==> src/hdl/bpm_pkg.sv <==
`default_nettype none

package bpm_pkg;

  localparam int unsigned SYM_W    = 8;
  localparam int unsigned POS_W    = 12;
  localparam int unsigned COUNT_W  = 13;
  localparam int unsigned STATUS_W = 3;
  localparam int unsigned RES_DATA_W = STATUS_W + 2 * POS_W + COUNT_W;

  localparam logic [SYM_W-1:0] CH_OPEN  = 8'h5B;  // [
  localparam logic [SYM_W-1:0] CH_CLOSE = 8'h5D;  // ]
  localparam logic [SYM_W-1:0] CH_RIGHT = 8'h3E;  // >
  localparam logic [SYM_W-1:0] CH_LEFT  = 8'h3C;  // <
  localparam logic [SYM_W-1:0] CH_PLUS  = 8'h2B;  // +
  localparam logic [SYM_W-1:0] CH_MINUS = 8'h2D;  // -
  localparam logic [SYM_W-1:0] CH_DOT   = 8'h2E;  // .
  localparam logic [SYM_W-1:0] CH_COMMA = 8'h2C;  // ,

  typedef enum logic [STATUS_W-1:0] {
    ST_PAIR      = 3'd0,
    ST_NO_OPEN   = 3'd1,
    ST_UNMATCHED = 3'd2,
    ST_CAPACITY  = 3'd3,
    ST_COMPLETE  = 3'd4
  } bpm_status_e;

  typedef struct packed {
    logic push;
    logic pop;
  } bpm_shift_t;

  typedef struct packed {
    logic               last_result;
    logic [COUNT_W-1:0] command_count;
    logic [POS_W-1:0]   close_position;
    logic [POS_W-1:0]   open_position;
    bpm_status_e        status;
  } bpm_result_t;

  function automatic logic is_command(input logic [SYM_W-1:0] c);
    return (c == CH_OPEN) || (c == CH_CLOSE) || (c == CH_RIGHT) || (c == CH_LEFT) ||
           (c == CH_PLUS) || (c == CH_MINUS) || (c == CH_DOT) || (c == CH_COMMA);
  endfunction

endpackage

`default_nettype wire

==> src/hdl/bpm_cell.sv <==
`default_nettype none

module bpm_cell (
  input  wire logic                     clk_i,
  input  wire bpm_pkg::bpm_shift_t      shift_i,
  input  wire logic [bpm_pkg::POS_W-1:0] from_up_i,
  input  wire logic [bpm_pkg::POS_W-1:0] from_down_i,
  output logic      [bpm_pkg::POS_W-1:0] value_o
);
  import bpm_pkg::*;

  logic [POS_W-1:0] value_q, value_d;

  always_comb begin
    value_d = value_q;
    if (shift_i.push) begin
      value_d = from_up_i;
    end else if (shift_i.pop) begin
      value_d = from_down_i;
    end
  end

  always_ff @(posedge clk_i) begin
    value_q <= value_d;
  end

  assign value_o = value_q;

endmodule

`default_nettype wire

==> config.mk <==
export PLATFORM = sky130hd
export DESIGN_NAME = bpm_cell
export DESIGN_NICKNAME = d
export VERILOG_FILES = /design/src/hdl/bpm_pkg.sv /design/src/hdl/bpm_cell.sv
export SDC_FILE = /design/constraint.sdc
export NUM_CORES = 1
export LEC_CHECK = 0
export BUFFER_PORTS_ARGS = -buffer_cell sky130_fd_sc_hd__buf_2
export CORE_AREA = 3 3 41 43
export DETAILED_ROUTE_END_ITERATION = 8
export DIE_AREA = 0 0 44 46
export PLACE_DENSITY = 0.84
export SYNTH_ARGS = -nofsm -noshare
export SYNTH_HDL_FRONTEND = slang
export SYNTH_SLANG_ARGS = --single-unit
==> constraint.sdc <==
create_clock -name clk_i -period 1.8 [get_ports clk_i]
set_input_delay 0 -clock clk_i [delete_from_list [all_inputs] [get_ports clk_i]]
set_output_delay 0 -clock clk_i [all_outputs]
set_load 0.03 [all_outputs]
Yosys cells after proc, flatten, opt, wreduce, memory -nomap -nowiden --
Index checks and enable logic that the tools add are counted.
Word-level totals: flip-flop bits (word level) 12, output and inout port bits 12, logic and storage cells 4, input port bits 27
Operators by class: multiplexer cells 2, reductions and logical operators 1
Operators with widths (count):
- 2-to-1 mux 12 bit | 2
- nonzero test 2 bit | 1

Logic depth before layout (Yosys ltp) --
word-level depth 2, depth in mapped cells 2, mapped depth without buffers 1

Worst setup path after synthesis --
OpenSTA, ideal clock, no wires.
path type input to register, from input shift_i[1] (netlist name), to register value_q[0] (netlist: value_o[0]), enable pin, data arrival time 0.530 ns, path slack 0.989 ns, data required time 1.519 ns, cell stages on the path 2, cells stage by stage buf_6 -> or2_2
Between the ends: cells in the longest elaborated chain, start to end 1
RTL lines:
- from (decl) | RTL line bpm_cell.sv:5 | input wire bpm_pkg::bpm_shift_t shift_i,
- nonzero test 2 bit (no line)
- to (signal assigned) | RTL line bpm_cell.sv:24 | value_q <= value_d;
- to (decl) | RTL line bpm_cell.sv:12 | logic [POS_W-1:0] value_q, value_d;
No other way between the ends. A chain may end at the register's enable or synchronous reset.

Worst setup path in the final report --
from register value_q[4] (netlist: value_o[4]), to output value_o[4] (netlist name)
RTL lines:
- to (decl) | RTL line bpm_cell.sv:8 | output logic [bpm_pkg::POS_W-1:0] value_o
No word-level cell between the ends.

==> summary by stage <==
Outcome
The run finished with clean final reports.

Worst setup path
The startpoint-to-endpoint class of the critical path is reg -> out. The worst path arrival time is slightly above 0.8 ns. The slowest stage cell on the critical path is sky130_fd_sc_hd__edfxtp_1. The maximum fanout count along the critical path is 1.

The number of buffers and inverters on the critical path is 1. The type of destination of the critical path is an output port. The kind of start point of the critical path is a register. The launching instance or port of the critical path is value_o[4]. The largest stage delay on the critical path is 0.38 ns.

At the worst endpoint, the required time is 1.80 ns. The critical path goes through buf_2. The dominant delay contributor by cell family on the critical path is flip-flops.

Die
The die height is 46 microns. The total core area is 0.00133 sq mm. The boundary pin count is 39. After floorplanning, the core was divided into 13 placement rows. The floorplan die area is 0.00202 sq mm. From left edge to right edge, the die measures ~44 microns. The initial core utilization is 0.410.

Hold path
The class of the most critical hold timing path is in -> reg. The beginning of the worst hold path is from_down_i[0].

Clock tree
The post-cts gate resize count is 0. Buffers inserted to repair hold after CTS numbered 0. The root buffer cell is sky130_fd_sc_hd__clkbuf_4. The number of sinks handled by clock tree synthesis is 12.

After clock tree synthesis, the setup repair step added 0 buffers. In this run the deepest clock path goes through 2 buffers. TritonCTS built the clock tree.

The number of clock buffers added by TritonCTS is 3. The maximum level of the CTS H-tree is 1. After clock tree synthesis, the clock-pin slew on the worst setup and hold paths is around 0.08 ns.

Place
The count of input and output buffers is 38. At the placement stage, the worst setup path has a slack of 0.779 ns. The instance area at placement is roughly 740 sq um. The final weighted congestion in routability-driven placement is 0.649.

Finish
The register with the most flip-flops in the layout has 12 of them. The number of nets in the layout is 95. In the layout the commonest cells are sky130_fd_sc_hd__buf_2 (38), sky130_fd_sc_hd__edfxtp_1 (12), sky130_fd_sc_hd__mux2_4 (9).

In the final layout, the share of cells above drive strength 1 is 0.806. The area overhead of the layout relative to synthesis is 41.0%. Counting the fill cells in the layout gives 120. The post-route cell area is 771 sq um. The most common library cell in the layout ignoring fill and taps is sky130_fd_sc_hd__buf_2. The number of antenna diodes in the final layout is 0.

Drt
The initial DRC count is 2. The post-route DRC violation count is 0. The remaining antenna violation count after routing is 0. The mean number of vias per cell is 4.45. The mean routed wirelength per cell is 11.9 microns.

The number of detailed-routing iterations run before antenna repair is 2. The routed layout has between 300 and 400 vias. The total wirelength of the detailed-routed design is 977 microns.

Timing
The total negative slack for setup checks is 0 ns. The number of max-slew violations in the final report is 0. The final hold violation count was 0.

For the pin with the worst max-slew slack, the measured transition is approximately 0.36 ns. Setup slack closes at 0.969 ns. Setup repair after global routing left no endpoint under its margin. The worst path needs 0.831 ns of the cycle, external delays included. The ratio of final minimum period to clock period is 0.462. The final setup violation count is 0. The top achievable clock speed is 1200 MHz. Headroom to the max-slew limit came out at 0.763.

Global routing
Across every metal layer, demand over resource in global routing totals 0.0983. The largest net degree at the start of global routing is 14. The initial antenna violation count is 0. The sum of overflow across all layers after global routing is 0. The number of global-route vias before repair is 360. The first global-routing pass estimated between 1000 and 1500 microns of wire.

Logic synthesis
When the netlist entered floorplanning its net count stood at 53. After synthesis, the netlist uses 5 different library cells. Yosys printed 0 warnings.

Of the synthesized area, sequential elements account for 0.659. The synthesized flop and latch total is 12. Each instance of the synthesized netlist takes up on average 21.0 sq um. The summed instance area of the synthesized netlist is approximately 550 sq um. sky130_fd_sc_hd__edfxtp_1 takes more of the synthesized area than any other cell. Synthesis produced 26 cells.

Of the post-synthesis cell area, the dominant cell type holds 0.659. Sorting the synthesized cells by area gives the leading types as sky130_fd_sc_hd__edfxtp_1 (66%), sky130_fd_sc_hd__mux2_4 (25%), sky130_fd_sc_hd__mux2_2 (6.2%).

Power
In this run the static leakage power is 0.375 nW. The overall power consumption is 0.677 mW. The areal power density over the cells is 878 mW/mm^2. Across the VDD grid, the largest voltage drop is about 350 uV.

Flow run
The max-capacitance violation count is 0.
power breakdown:
group / internal (mW) / total [mW] / switching, mW
logic: 0.0683 / 0.163 / 0.0943
registers: 0.343 / 0.349 / 0.00638
clock network: 0.0800 / 0.165 / 0.0851
total: 0.491 / 0.677 / 0.186
cell usage after synthesis:
master,instances
sky130_fd_sc_hd__edfxtp_1,12
sky130_fd_sc_hd__mux2_4,9
sky130_fd_sc_hd__mux2_2,3
sky130_fd_sc_hd__buf_6,1
sky130_fd_sc_hd__or2_2,1
path summary, 6_finish.rpt:
path	endpoint	slack [ns]	depth (start not counted)
setup / recovery	value_o[4]	0.97	1
hold / removal	value_o[0]	0.03	2
cell families after synthesis:
group	count (synthesis)	share of synthesized area
mux	12	0.309
simple gates	1	0.0114
buf+inv	1	0.0206
flops	12	0.659
final cells by class:
class	count	area (sq um)	area share
flip-flops and latches	12	360	0.468
well taps	15	18.8	0.0244
clock inverters	1	3.75	0.00487
repair buffers	38	190	0.247
clock buffers	3	22.5	0.0292
multi-input cells	13	175	0.227
layer usage:
metal,track usage,vias to the layer above,wire length (microns),share of wire
li1,-,185,-,-
met1,0.0871,160,322,0.33
met2,0.186,20,551,0.56
met3,0.0277,0,103,0.11
met4,0.0723,0,0,0
met5,0,-,0,0
stage by stage:
stage	hold slack, ns	util	cells
after floorplan	0.217	-	26
after global placement	0.302	0.558	78
after detailed placement	0.304	0.558	78
after CTS	0.0231	0.578	82
after global routing	0.0171	0.578	82
final	0.0274	0.578	82
Note: power is estimated with default switching activity, not from simulation.
