==> src/hdl/bpm_pkg.sv <==
`default_nettype none

package bpm_pkg;

  localparam int unsigned SYM_W    = 8;
  localparam int unsigned POS_W    = 12;
  localparam int unsigned COUNT_W  = 13;
  localparam int unsigned STATUS_W = 3;
  localparam int unsigned RES_DATA_W = STATUS_W + 2 * POS_W + COUNT_W;

  localparam logic [SYM_W-1:0] CH_OPEN  = 8'h5B;  // [
  localparam logic [SYM_W-1:0] CH_CLOSE = 8'h5D;  // ]
  localparam logic [SYM_W-1:0] CH_RIGHT = 8'h3E;  // >
  localparam logic [SYM_W-1:0] CH_LEFT  = 8'h3C;  // <
  localparam logic [SYM_W-1:0] CH_PLUS  = 8'h2B;  // +
  localparam logic [SYM_W-1:0] CH_MINUS = 8'h2D;  // -
  localparam logic [SYM_W-1:0] CH_DOT   = 8'h2E;  // .
  localparam logic [SYM_W-1:0] CH_COMMA = 8'h2C;  // ,

  typedef enum logic [STATUS_W-1:0] {
    ST_PAIR      = 3'd0,
    ST_NO_OPEN   = 3'd1,
    ST_UNMATCHED = 3'd2,
    ST_CAPACITY  = 3'd3,
    ST_COMPLETE  = 3'd4
  } bpm_status_e;

  typedef struct packed {
    logic push;
    logic pop;
  } bpm_shift_t;

  typedef struct packed {
    logic               last_result;
    logic [COUNT_W-1:0] command_count;
    logic [POS_W-1:0]   close_position;
    logic [POS_W-1:0]   open_position;
    bpm_status_e        status;
  } bpm_result_t;

  function automatic logic is_command(input logic [SYM_W-1:0] c);
    return (c == CH_OPEN) || (c == CH_CLOSE) || (c == CH_RIGHT) || (c == CH_LEFT) ||
           (c == CH_PLUS) || (c == CH_MINUS) || (c == CH_DOT) || (c == CH_COMMA);
  endfunction

endpackage

`default_nettype wire

==> src/hdl/bpm_result_fifo.sv <==
`default_nettype none

module bpm_result_fifo (
  input  wire logic                 clk_i,
  input  wire logic                 rst_ni,
  input  wire logic [1:0]           wr_count_i,   // 0, 1 or 2 entries this cycle
  input  wire bpm_pkg::bpm_result_t wr_first_i,
  input  wire bpm_pkg::bpm_result_t wr_second_i,
  output logic                      room2_o,
  output logic                      rd_valid_o,
  input  wire logic                 rd_ready_i,
  output bpm_pkg::bpm_result_t      rd_data_o
);
  import bpm_pkg::*;

  localparam int unsigned DEPTH = 4;
  localparam int unsigned PTR_W = $clog2(DEPTH);
  localparam int unsigned CNT_W = $clog2(DEPTH + 1);

  bpm_result_t        mem_q [DEPTH];
  logic [PTR_W-1:0]   wr_ptr_q, wr_ptr_d, rd_ptr_q, rd_ptr_d;
  logic [CNT_W-1:0]   count_q, count_d;
  logic               rd_fire;

  assign rd_valid_o = (count_q != '0);
  assign rd_fire    = rd_valid_o && rd_ready_i;
  assign rd_data_o  = mem_q[rd_ptr_q];
  assign room2_o    = (count_q <= CNT_W'(DEPTH - 2));

  always_comb begin
    wr_ptr_d = wr_ptr_q + PTR_W'(wr_count_i);
    rd_ptr_d = rd_ptr_q + PTR_W'(rd_fire);
    count_d  = count_q + CNT_W'(wr_count_i) - CNT_W'(rd_fire);
  end

  always_ff @(posedge clk_i or negedge rst_ni) begin
    if (!rst_ni) begin
      wr_ptr_q <= '0;
      rd_ptr_q <= '0;
      count_q  <= '0;
    end else begin
      wr_ptr_q <= wr_ptr_d;
      rd_ptr_q <= rd_ptr_d;
      count_q  <= count_d;
    end
  end

  always_ff @(posedge clk_i) begin
    if (wr_count_i != 2'd0) begin
      mem_q[wr_ptr_q] <= wr_first_i;
    end
    if (wr_count_i == 2'd2) begin
      mem_q[wr_ptr_q + PTR_W'(1)] <= wr_second_i;
    end
  end

endmodule

`default_nettype wire

==> config.mk <==
export PLATFORM = sky130hd
export DESIGN_NAME = bpm_result_fifo
export DESIGN_NICKNAME = d
export VERILOG_FILES = /design/src/hdl/bpm_pkg.sv /design/src/hdl/bpm_result_fifo.sv
export SDC_FILE = /design/constraint.sdc
export NUM_CORES = 1
export LEC_CHECK = 0
export BUFFER_PORTS_ARGS = -buffer_cell sky130_fd_sc_hd__clkbuf_2
export CAP_MARGIN = 20
export CORE_UTILIZATION = 52
export DETAILED_ROUTE_END_ITERATION = 7
export PLACE_DENSITY = 0.76
export SYNTH_ARGS = -nofsm -noshare
export SYNTH_HDL_FRONTEND = slang
export SYNTH_SLANG_ARGS = --single-unit
==> constraint.sdc <==
create_clock -name clk_i -period 3.8 [get_ports clk_i]
set_input_delay 1.14 -clock clk_i [delete_from_list [all_inputs] [get_ports clk_i]]
set_output_delay 1.14 -clock clk_i [all_outputs]
set_load 0.01 [all_outputs]
======== Word level (Yosys, flattened, before mapping) ========
Memory sizes are Yosys's and may differ from the RTL's.
Cells that the tools add are included.
storage, ports and cells
  flip-flop bits (word level) ............. 7
  memory bits (writable) .................. 164
  bits of input ports ..................... 87
  output and inout port bits .............. 43
  logic and storage cells ................. 18
  memories ................................ 1
memories
  memory  depth  bits a word  rd ports  clocked after memory_dff  write ports  line                   text
  mem_q   4      41           1         0                         2            bpm_result_fifo.sv:20  bpm_result_t mem_q [DEPTH];
cells by class
  add/sub/neg operators ................... 5
  magnitude comparators ................... 1
  equal/unequal tests ..................... 1
  mux-type cells .......................... 4
  reduce and logical (&&, ||, !) cells .... 3
operators by type and width
  cell                   count
  $mux W1                4
  $add A3 B2 Y3          1
  $le A3 B2 Y1 const B   1
  $reduce_bool A3 Y1     1
  $sub A3 B1 Y3          1
  $add A2 B1 Y2          1
  $add A2 B1 Y2 const B  1
  $add A2 B2 Y2          1
  $eq A2 B2 Y1 const B   1
  $reduce_bool A2 Y1     1
  $logic_and A1 B1 Y1    1

======== Logic depth before layout (Yosys ltp) ========
Gate-level depths: netlist of run 1.
  depth after elaboration ................. 3
  gate-level depth with buffers ........... 7
  depth with buffers taken out ............ 6

======== Worst setup path before layout of run 1 ========
Ideal clock, no wire load.
  path type ............................... input to register
  from .................................... in wr_count_i[1]
  to ...................................... mem mem_q[0][0] (netlist bit), enable pin
  setup time .............................. 0.496 ns
  arrival ................................. 4.284 ns
  required time ........................... 3.304 ns
  setup slack ............................. -0.980 ns
  stages on the path ...................... 3
  buffers on the path ..................... 1
  path through ............................ buf_2 > o21bai_1 > o21ai_0
RTL lines
  what             line                   text
  start, declared  bpm_result_fifo.sv:6   input wire logic [1:0] wr_count_i,
  end, declared    bpm_result_fifo.sv:20

==> impl_metrics.tcl, run 1 <==
set metrics [dict create \
    htree_num_levels 4 \
    drcViolationCount 0 \
    syn-cell-area_um2 8680 \
    rsz0062_at_grt "false" \
    grt_max_degree 42 \
    post_cts_buffers 0 \
    crit_chain "buf_12 -> mux4_2 -> clkbuf_2" \
    gr-total-overflow 0 \
    place_hpwl_um 10800 \
    numCtsBuffers 17 \
    peakVddDrop_mv 0.655 \
    cts_max_path_buffers 2 \
    cts.sinks 171 \
    finalMaxSlewViolations 0 \
    cts_root_buf "clkbuf_16" \
    grt_util_met1_pct 27.4 \
    power.density_nw_per_um2 713 \
    detailed_place.area_um2 9570 \
    dp_slack_ns 0.776 \
    grt_pass1_wl_um 28100 \
    cp_max_fo 26 \
    syn-mean-instance-area_um2 19.9 \
    p_leak_nw 3.76 \
    critPathKind "reg2out" \
    first_pass_iters 4 \
    timing.fmax_ghz 0.306 \
    clkTransAtPathRegs_ns 0.06 \
    gp_congestion 0.754 \
    wl_um 17600 \
    dieHeight_um 131 \
    power.total_mw 7.20 \
    worst_pin_slew_ns 0.727 \
    path_buf_inv 2 \
    drtIter0Drc 278 \
    crit_arrival_ns 2.13 \
    ys_warn_count 0 \
    via_count 4565 \
    setup_ws_ns 0.534 \
    dieArea_um2 17200 \
    clock_latency_ns 0.43 \
    cts_resized 0 \
    num_rows 46 \
    numPortBuffers 129 \
    die_x_um 131 \
    synth.distinct_cells 24 \
    cts_tree "done" \
    area_growth_pct 16.2 \
    use_met2_pct 37.6 \
    crit_path_end_kind "primary output" \
    synth_cells 437 \
    stdcell_area_um2 10100 \
    min_period_ns 3.27 \
    hold_viol 0 \
    tns_ns 0 \
    nets 658 \
    io_pins 130 \
    synth_nets 528 \
    clock_skew_ns 0.0114 \
    routed_via_density 5.73 \
    slowest_delay_ns 0.67 \
    grt_use_met3_pct 4.98 \
    ant_nets 0 \
    hp-class "in2async" \
    antenna_found_initial 0 \
    start_util_pct 53.9 \
    antenna_cells_inserted 0 \
    ys_ff_latch 171 \
    hold_buffers 0 \
    worstPathRequired_ns 2.66 \
    grt.busiest_layer "met2" \
    slew_headroom_pct 51.5 \
    grt_pass1_vias 5050 \
    slowest_stage "dfrtp_4" \
    track_usage_pct 22.1 \
    drt-wirelength-per-cell_um 22.1 \
    cp_top_family "flip-flops" \
    drv_cap 0 \
    fin_util_pct 62.6 \
    core_um2 16100 \
    outcome "completed" \
    drive_gt1_share_pct 65.5 \
    period_share_pct 86.0 \
    worstSetupStartpointType "flip-flop" \
    setup_viol 0 \
    ys_seq_area_share_pct 58.7 \
]
==> state kept, by name (all words and copies together), names as in the netlist <==
| name | flops |
|---|---|
| rd_ptr_q | 2 |
| mem_q | 164 |
| count_q | 3 |
| wr_ptr_q | 2 |
==> cell families after synthesis <==
logic type | synth area share [%]
muxes | 35.6
DFF | 58.7
buffers and inverters | 2.93
and+or+nand+nor | 0.894
AOI/OAI and AO/OA | 0.533
xor gates and xnor gates | 0.605
adders and majority gates | 0.663
==> synthesized netlist by cell type <==
library cell	n	area share [%]
mux2_4	81	14
o311ai_0	1	0.10
buf_6	15	1.9
nor2_1	2	0.087
ha_1	3	0.43
edfxtp_1	164	57
xnor2_1	6	0.61
mux2i_1	2	0.23
buf_2	11	0.63
mux2_2	83	11
o31ai_1	1	0.087
or2_2	1	0.072
or3_1	1	0.072
a21oi_1	1	0.058
inv_1	4	0.17
o21bai_1	2	0.17
mux4_2	41	11
and4bb_1	2	0.29
dfrtp_1	7	2.0
nand4b_1	1	0.10
fa_1	1	0.23
nor4b_4	1	0.27
clkbuf_1	4	0.17
o21ai_0	2	0.12
==> per-stage QoR <==
stage	hold WS [ns]	instances
3_3_place_gp	0.549	764
6_report	0.541	796
5_1_grt	0.530	796
2_1_floorplan	0.512	437
4_1_cts	0.526	796
3_5_place_dp	0.554	764
==> layout make-up <==
type / instances / area [um^2]
Tap cell: 216 / 270
Multi-Input combinational cell: 232 / 3370
Sequential cell: 171 / 5100
Clock inverter: 12 / 81.3
Clock buffer: 20 / 437
Timing Repair Buffer: 141 / 811
Inverter: 4 / 15.0
Fill cell: 1198 / 6020
==> per-layer routing <==
layer	wire [um]	share of wire [%]
met1	7270	41
met2	9160	52
met3	803	4.6
met4	344	2.0
met5	0	0
==> final timing paths <==
path	startpoint	to	slack, ns	cells after the start
worst max register to register	wr_ptr_q[1]$_DFF_PN0_	mem_q[2][18]$_DFFE_PP_	1.56	3
worst min register to register	count_q[2]$_DFF_PN0_	count_q[2]$_DFF_PN0_	0.57	1
min in group clk_i	count_q[2]$_DFF_PN0_	count_q[2]$_DFF_PN0_	0.57	1
worst max-delay path	rd_ptr_q[0]$_DFF_PN0_	rd_data_o[40]	0.53	3
worst min-delay path	rst_ni	wr_ptr_q[1]$_DFF_PN0_	0.54	1
max in group asynchronous	rst_ni	rd_ptr_q[0]$_DFF_PN0_	3.06	1
==> report_power, final <==
group / internal [mW] / total [mW] / switching, mW
clock network: 0.883 / 1.56 / 0.678
logic: 1.27 / 2.55 / 1.28
registers: 2.81 / 3.09 / 0.279
==> placed cells by master, fill, tap and decap left out, drive strengths merged, types with 2 or more instances in the layout <==
cell type  instances
dfrtp              7
nor2               2
edfxtp           164
ha                 3
inv                4
xnor2              6
o21ai              2
buf               12
mux2i              2
mux2             164
mux4              41
clkbuf           149
clkinv            10
and4bb             2
o21bai             2
No activity file was read; power rests on OpenSTA's default activity.
==> run 2: changes to the inputs <==
==> constraint.sdc (replaced) <==
create_clock -name clk_i -period 3.8 [get_ports clk_i]
set_input_delay 0.38 -clock clk_i [delete_from_list [all_inputs] [get_ports clk_i]]
set_output_delay 0.38 -clock clk_i [all_outputs]
set_load 0.01 [all_outputs]
==> impl_metrics.tcl, run 2 (same netlist as run 1, synthesis figures left out) <==
set metrics [dict create \
    outcome "completed" \
    start_util_pct 53.9 \
    cp.depth 2 \
    clkTransAtPathRegs_ns 0.06 \
    hold_depth 3 \
    rsz0062_at_grt "false" \
    r2r_slack_ns 1.25 \
    detailed_place.area_um2 9500 \
    rr_endpoint "mem_q[2][27]$_DFFE_PP_" \
    p_leak_nw 3.75 \
    gp_congestion 0.763 \
    numPortBuffers 129 \
    period_share_pct 70.2 \
    final_common_cell "edfxtp_1" \
    nets 657 \
    power.density_nw_per_um2 718 \
    area_growth_pct 15.8 \
    cts.sinks 171 \
    drtIter0Drc 225 \
    setup_viol 0 \
    die_x_um 131 \
    antenna_found_initial 0 \
    worstSetupStartpointType "flip-flop" \
    post_cts_buffers 0 \
    grt_pass1_vias 5135 \
    largest_register_ffs 164 \
    antenna_cells_inserted 0 \
    drive_gt1_share_pct 65.1 \
    place_hpwl_um 10600 \
    regMostFlops "mem_q" \
    drv_cap 0 \
    cts_root_buf "clkbuf_16" \
    crit_chain "mux4_2 -> clkbuf_2" \
    cp_top_family "flip-flops" \
    final_cell_mix "edfxtp_1 (164), clkbuf_2 (129), mux2_2 (83)" \
    ant_nets 0 \
    dieHeight_um 131 \
    core_um2 16100 \
    tns_ns 0 \
    cts_max_path_buffers 2 \
    power.total_mw 7.21 \
    gr-total-overflow 0 \
    cp_max_fo 43 \
    routed_via_density 5.72 \
    drcViolationCount 0 \
    slowest_delay_ns 1.04 \
    clock_latency_ns 0.42 \
    grt_max_degree 44 \
    crit_path_end "rd_data_o[40]" \
    dp.cells 762 \
    setup_ws_ns 1.13 \
    worst_pin_slew_ns 1.02 \
    hp-class "in2reg" \
    htree_num_levels 4 \
    slew_headroom_pct 32.0 \
    worstPathRequired_ns 3.42 \
    finalMaxSlewViolations 0 \
    fin_cells 795 \
    biggestRegsByFlops "mem_q: 164 flops, count_q: 3 flops" \
    rr_worst_depth 3 \
    clock_skew_ns 0.0102 \
    stdcell_area_um2 10000 \
    rr_startpoint "wr_ptr_q[1]$_DFF_PN0_" \
    cts_tree "done" \
    io_pins 130 \
    critPathKind "reg2out" \
    wl_um 17700 \
    hold_viol 0 \
    peakVddDrop_mv 0.750 \
    slowest_stage "dfrtp_4" \
    via_count 4545 \
    dp_slack_ns 1.22 \
    min_period_ns 2.67 \
    dieArea_um2 17200 \
    crit_path_end_kind "primary output" \
    drt-wirelength-per-cell_um 22.2 \
    num_rows 46 \
    crit_start "rd_ptr_q[0]$_DFF_PN0_" \
    timing.fmax_ghz 0.375 \
    track_usage_pct 21.8 \
    numCtsBuffers 17 \
    grt_pass1_wl_um 28100 \
    crit_arrival_ns 2.29 \
    path_buf_inv 1 \
    first_pass_iters 4 \
]
==> run 2: worst register-to-register path, stage by stage, from the launching register on <==
cell and delay [ns]:
dfrtp_1 0.53, and4bb_4 0.83, o21bai_4 0.25, buf_4 0.55
==> run 2: layer usage <==
| layer | vias up | wire length, um | global-route usage, % | share of wire (%) |
|---|---|---|---|---|
| met2 | 109 | 9310 | 37.9 | 53 |
| met5 | - | 0 | 0 | 0 |
| met3 | 20 | 746 | 5.29 | 4.2 |
| met4 | 0 | 262 | 7.25 | 1.5 |
| li1 | 2039 | - | - | - |
| met1 | 2377 | 7360 | 26.7 | 42 |
==> run 2: layout make-up <==
cell class                 instances  area [um^2]
clock buffer                      21          440
clock inverter                    11          103
fill                            1176         6070
inverter                           4         15.0
multi-input combinational        232         3370
sequential                       171         5100
tap                              216          270
timing repair buffer             140          743
==> run 2: worst min-delay path by stage <==
stage / startpoint / endpoint / slack, ns
floorplan: rst_ni / count_q[0]$_DFF_PN0_ / 0.08
global placement: rst_ni / wr_ptr_q[0]$_DFF_PN0_ / 0.22
detailed placement: rst_ni / wr_ptr_q[1]$_DFF_PN0_ / 0.23
CTS: rd_ready_i / rd_ptr_q[0]$_DFF_PN0_ / 0.25
global route: rd_ready_i / rd_ptr_q[0]$_DFF_PN0_ / 0.25
finish: rd_ready_i / rd_ptr_q[0]$_DFF_PN0_ / 0.25
==> run 2: timing repair <==
action	in CTS	in global routing
hold buffers	1	0
endpoints found under the hold margin	7	0
endpoints found under the setup margin	0	0
resized for setup	0	0
==> run 2: per-stage QoR <==
step | utilization [%] | hold WS [ns]
finish | 62.4 | 0.254
global route | 62.4 | 0.255
CTS | 62.4 | 0.247
detailed placement | 58.9 | 0.232
global placement | 58.8 | 0.224
floorplan | - | 0.0844
==> run 2: power breakdown <==
| group | internal (mW) | switching (mW) |
|---|---|---|
| registers | 2.81 | 0.347 |
| clock network | 0.953 | 0.659 |
| logic | 1.23 | 1.22 |
